==> src/rtl/core/psd_pkg.sv <==
`default_nettype none
package psd_pkg;

	// field widths
	localparam int COORD_BITS     = 24;
	localparam int QUOT_FRAC_BITS = 16;
	localparam int DIST_BITS      = 50;

	// derived datapath widths
	localparam int DIFF_W = COORD_BITS + 1;
	localparam int PROD_W = 2 * DIFF_W;
	localparam int DOT_W  = PROD_W + 2;
	localparam int DEN_W  = PROD_W;
	localparam int R_W    = DEN_W + 1;
	localparam int T_W    = QUOT_FRAC_BITS + 1;
	localparam int PM_W   = DIFF_W + T_W;
	localparam int PN_W   = DIFF_W;
	localparam int PROJ_W = DIFF_W + 1;
	localparam int RV_W   = DIFF_W + 2;
	localparam int SQ_W   = 2 * RV_W;
	localparam int SUM_W  = SQ_W + 2;

	localparam logic [DIST_BITS-1:0] DIST_MAX = '1;

	// configuration register indexes
	localparam int CFG_IDX_W    = 3;
	localparam int NUM_SEG_REGS = 6;
	localparam logic [CFG_IDX_W-1:0] CFG_START_X = 3'd0;
	localparam logic [CFG_IDX_W-1:0] CFG_START_Y = 3'd1;
	localparam logic [CFG_IDX_W-1:0] CFG_START_Z = 3'd2;
	localparam logic [CFG_IDX_W-1:0] CFG_END_X   = 3'd3;
	localparam logic [CFG_IDX_W-1:0] CFG_END_Y   = 3'd4;
	localparam logic [CFG_IDX_W-1:0] CFG_END_Z   = 3'd5;

	typedef enum logic [1:0] {
		REGION_INTERIOR = 2'd0,
		REGION_START    = 2'd1,
		REGION_END      = 2'd2
	} region_t;

	// data that rides along the divider stages
	typedef struct packed {
		region_t                     region;
		logic [DIST_BITS-1:0]        dist_val;
		logic signed [DIFF_W-1:0]    cx;
		logic signed [DIFF_W-1:0]    cy;
		logic signed [DIFF_W-1:0]    cz;
	} side_t;

endpackage
`default_nettype wire

==> src/rtl/core/psd_div.sv <==
`default_nettype none
// restoring divider, one quotient bit per stage, num <= den assumed
module psd_div (
	input  wire logic                          clk,
	input  wire logic                          arst_n,
	input  wire logic                          en,
	input  wire logic                          in_vld,
	input  wire logic [psd_pkg::DEN_W-1:0]     in_num,
	input  wire logic [psd_pkg::DEN_W-1:0]     in_den,
	input  wire psd_pkg::side_t                in_side,
	output logic                               out_vld,
	output logic [psd_pkg::T_W-1:0]            out_quo,
	output psd_pkg::side_t                     out_side
);

	localparam int NST = psd_pkg::T_W;

	logic [NST-1:0]               vld_s;
	logic [psd_pkg::R_W-1:0]      rem_s  [NST];
	logic [psd_pkg::T_W-1:0]      quo_s  [NST];
	logic [psd_pkg::DEN_W-1:0]    den_s  [NST];
	psd_pkg::side_t               side_s [NST];

	for (genvar k = 0; k < NST; k++) begin : g_stage
		logic [psd_pkg::R_W-1:0]   r_in;
		logic [psd_pkg::T_W-1:0]   q_in;
		logic [psd_pkg::DEN_W-1:0] d_in;
		psd_pkg::side_t            s_in;
		logic                      v_in;
		logic                      ge;

		// stage inputs: first stage takes the operands, later ones shift the remainder
		if (k == 0) begin : g_first
			assign r_in = psd_pkg::R_W'(in_num);
			assign q_in = '0;
			assign d_in = in_den;
			assign s_in = in_side;
			assign v_in = in_vld;
		end else begin : g_next
			assign r_in = {rem_s[k-1][psd_pkg::R_W-2:0], 1'b0};
			assign q_in = quo_s[k-1];
			assign d_in = den_s[k-1];
			assign s_in = side_s[k-1];
			assign v_in = vld_s[k-1];
		end

		assign ge = (r_in >= psd_pkg::R_W'(d_in));

		always_ff @(posedge clk or negedge arst_n) begin
			if (!arst_n) begin
				vld_s[k] <= 1'b0;
			end else if (en) begin
				vld_s[k] <= v_in;
			end
		end

		// trial subtract
		always_ff @(posedge clk) begin
			if (en) begin
				rem_s[k]  <= ge ? (r_in - psd_pkg::R_W'(d_in)) : r_in;
				quo_s[k]  <= {q_in[psd_pkg::T_W-2:0], ge};
				den_s[k]  <= d_in;
				side_s[k] <= s_in;
			end
		end
	end

	assign out_vld  = vld_s[NST-1];
	assign out_quo  = quo_s[NST-1];
	assign out_side = side_s[NST-1];

endmodule
`default_nettype wire

==> config.mk <==
export PLATFORM = sky130hd
export DESIGN_NAME = psd_div
export DESIGN_NICKNAME = d
export VERILOG_FILES = /design/src/rtl/core/psd_pkg.sv /design/src/rtl/core/psd_div.sv
export SDC_FILE = /design/constraint.sdc
export NUM_CORES = 2
export LEC_CHECK = 0
export BUFFER_PORTS_ARGS = -buffer_cell sky130_fd_sc_hd__buf_2
export CAP_MARGIN = 10
export CORE_ASPECT_RATIO = 0.8
export CORE_MARGIN = 5
export CORE_UTILIZATION = 60
export DETAILED_ROUTE_END_ITERATION = 10
export GPL_ROUTABILITY_DRIVEN = 0
export PLACE_DENSITY = 0.77
export SLEW_MARGIN = 15
export SYNTH_ARGS = -nofsm -noshare
export SYNTH_HDL_FRONTEND = slang
export SYNTH_MEMORY_MAX_BITS = 65536
export SYNTH_SLANG_ARGS = --single-unit
==> constraint.sdc <==
create_clock -name clk -period 6.2 [get_ports clk]
set_input_delay 0.31 -clock clk [delete_from_list [all_inputs] [get_ports clk]]
set_output_delay 0.31 -clock clk [all_outputs]
set_load 0.03 [all_outputs]
==> metrics.yaml <==
outcome:
  status: "complete, but fails checks"
  violations: "design-rule violations"
global_routing:
  grt_max_degree: 198
  grt_pass1_wl_um: 575900
  grt_overflow: 0
  grt_use_total_pct: 23.62
  grt_antenna_before_repair: 13
  grt_pass1_vias: 103889
final_layout:
  area_delta_synth_final_pct: 11.88
  drive_gt1_share_pct: 9.742
  nFillCells: 19307
  layout.nets: 14667
  mostFrequentLayoutCells: "edfxtp_1, a21oi_1, inv_1, ha_1, nand2_1"
  final_common_cell: "edfxtp_1"
synth:
  synth_xor_area_share_pct: 3.588
  yosysWarnings: 0
  muxShareOfSynthArea_pct: 1.695
  ys_ff_latch: 3929
  synth-adder-area-share_pct: 6.244
  synth_edf_count: 3912
  yosys.area_share.simple_pct: 6.956
  ys_types: 101
  synth_ff_type: "edfxtp_1"
  synth_compound_area_share_pct: 11.07
  avgSynthCellArea_um2: 13.57
  synth_top_family_by_area: "compound AO/OA/AOI/OAI gates"
  syn_area_mm2: 0.1753
  netlist_instances: 12919
  syn_nets: 14015
  async_reset_ff_share_pct: 0.4327
  synth_seq_area_share_pct: 67.27
clocking:
  clockBufferDepth: 4
  htreeDepth: 5
  path_clk_slew_ps: 60
  cts_sinks: 3929
  clk_latency_ps: 900
  root_buffer: "clkbuf_16"
  cts_tree: "done"
  cts_setup_buffers: 0
  cts_buffers: 369
sta:
  slew_headroom_pct: 19.20
  tns_ps: 0
  fmax_mhz: 200.7
  drv_slew: 0
  rsz0062_at_grt: "no"
  period_share_pct: 80.37
  worst_pin_slew_ps: 1196
  fin_hold_ws_ps: 112.9
  min_period_ps: 4983
  setup_violations: 0
  hold_viol: 0
  fin_skew_ps: 77.02
placement:
  numPortBuffers: 375
  hpwlAfterDp_um: 248500
min_path:
  whs_path_depth: 2
  worstHoldPathType: "in -> reg"
power_and_ir_drop:
  powerDensity_mw_per_mm2: 476.2
  power_w: 0.09338
  ir_drop_uv: 270.4
  p_leak_nw: 75.74
flow_run:
  max-cap-violations: 0
setup_path:
  arrival_ps: 5580
  critPathMaxFanout: 41
  startpoint: "rem_s[0][680]"
  worstSetupEndpoint: "rem_s[0][719]"
  required_ps: 6790
  r2r_cells: 11
  crit_type: "reg -> reg"
  end_kind: "flop"
  timing.rr.start: "rem_s[0][680]"
  critPathLaunchType: "flop"
  reg2reg_slack_ps: 1220
  rr_endpoint: "rem_s[0][719]"
floorplan:
  start_util_pct: 60.27
  die_w_um: 614.3
  die_y_um: 493.4
  io_pins: 376
  die-area_mm2: 0.3031
  core_area_mm2: 0.2908
  placementRows: 177
drt:
  vias: 107043
  wl_per_cell_um: 20.62
  drt_iter0_markers: 13514
  via_per_inst: 6.040
  totalWireLength_um: 365500
  drtPass1Iterations: 11
  drt.antenna.violating_nets: 0
  post-route-drc-count: 2
## report_power, final
| group | switching, W | internal [W] | total [W] |
|---|---|---|---|
| Clock | 0.00979 | 0.0132 | 0.0230 |
| Combinational | 0.0194 | 0.0132 | 0.0325 |
| Sequential | 0.00266 | 0.0352 | 0.0379 |
| Total | 0.0318 | 0.0616 | 0.0934 |
## flip-flops by register name (all words and copies together) (netlist names)
register	flops
g_stage.v_in	16
rem_s	800
out_vld	1
side_s	2159
den_s	800
quo_s	153
## cell families (layout without fill, tap and decap cells)
group                    after synthesis  after routing
AO/OA/AOI/OAI                       3126           3126
AND/OR/NAND/NOR                     2568           2568
XOR/XNOR                             718            718
multiplexers                         265            265
buffers and inverters               1448           2397
other                                  0              7
adder cells (fa/ha/maj)              865            865
flip-flops                          3929           3929
## worst min-delay path by stage
stage	start	endpoint	slack, ps
floorplan	arst_n	g_stage[10].v_in	10
global placement	arst_n	g_stage[16].v_in	240
detailed placement	arst_n	g_stage[16].v_in	260
CTS	in_side[54]	side_s[0][54]	30
global route	in_side[100]	side_s[0][100]	50
finish	in_side[46]	side_s[0][46]	110
## cell type report
class	instances	area (um^2)	area share, %
clock inverter	235	2716	1.385
clock buffer	433	9652	4.922
antenna	7	17.52	0.008933
inverter	1037	3892	1.985
timing repair buffer	692	5202	2.653
sequential	3929	117900	60.13
tap	3848	4815	2.455
multi-input combinational	7542	51890	26.46
## synthesized netlist by cell type (all sizes together), types with 17 or more instances
library cell	n	area, um^2
edfxtp	3912	117500
a21oi	1132	5669
inv	1037	3892
ha	849	10620
nand2	799	2999
o21ai	700	3507
nor2	688	2585
a21o	467	3506
xnor2	408	3573
clkbuf	313	1176
xor2	310	2715
mux2	254	2860
nand4	218	1364
nand3	186	930.9
o21bai	149	1122
nor2b	120	750.7
nor3	113	570.6
buf	98	500.5
o21a	97	728.2
a31oi	90	563.0
and3	89	556.8
nand2b	88	550.5
and2	65	406.6
a211oi	54	410.4
o211ai	48	365.3
o31ai	47	366.6
or3	40	250.2
nor4	39	244.0
a221oi	35	312.8
and4	35	306.5
a41oi	26	235.2
a2111oi	25	245.2
or2	25	156.4
a21boi	23	172.7
a211o	19	166.4
a311oi	19	172.7
o41ai	18	221.5
a31o	17	148.9
dfrtp	17	425.4
o2111ai	17	148.9
## per-stage QoR
| stage | setup slack [ps] | std cells | area (um^2) | util [%] |
|---|---|---|---|---|
| after detailed placement | 1384 | 16816 | 181400 | 62.37 |
| after CTS | 1304 | 17716 | 196100 | 67.42 |
| after global routing | 968.2 | 17719 | 196100 | 67.43 |
| after global placement | 1571 | 16816 | 181400 | 62.37 |
| after floorplan | 2655 | 12919 | 175300 | - |
| final | 1217 | 17723 | 196100 | 67.43 |
## routing by layer
metal	track usage, %	wire length, um
met1	31.99	146600
met4	9.875	17890
met5	0	37
met2	38.93	172700
met3	3.272	28190
## critical path, stage by stage (launching register included)
cell and delay [ps]:
edfxtp_1 410, ha_1 440, nand2_1 150, or4_1 530, a21oi_1 230, nand4b_1 200, a31oi_1 200, a31oi_1 550
a31oi_1 320, o21ai_4 750, buf_4 510, mux2_2 390
## timing repair
| item | CTS | global route |
|---|---|---|
| hold buffers | 232 | 0 |
| gates resized for setup | 0 | 0 |
| endpoints found under the hold margin | 257 | 0 |
Power figures use the tool's default switching activity.
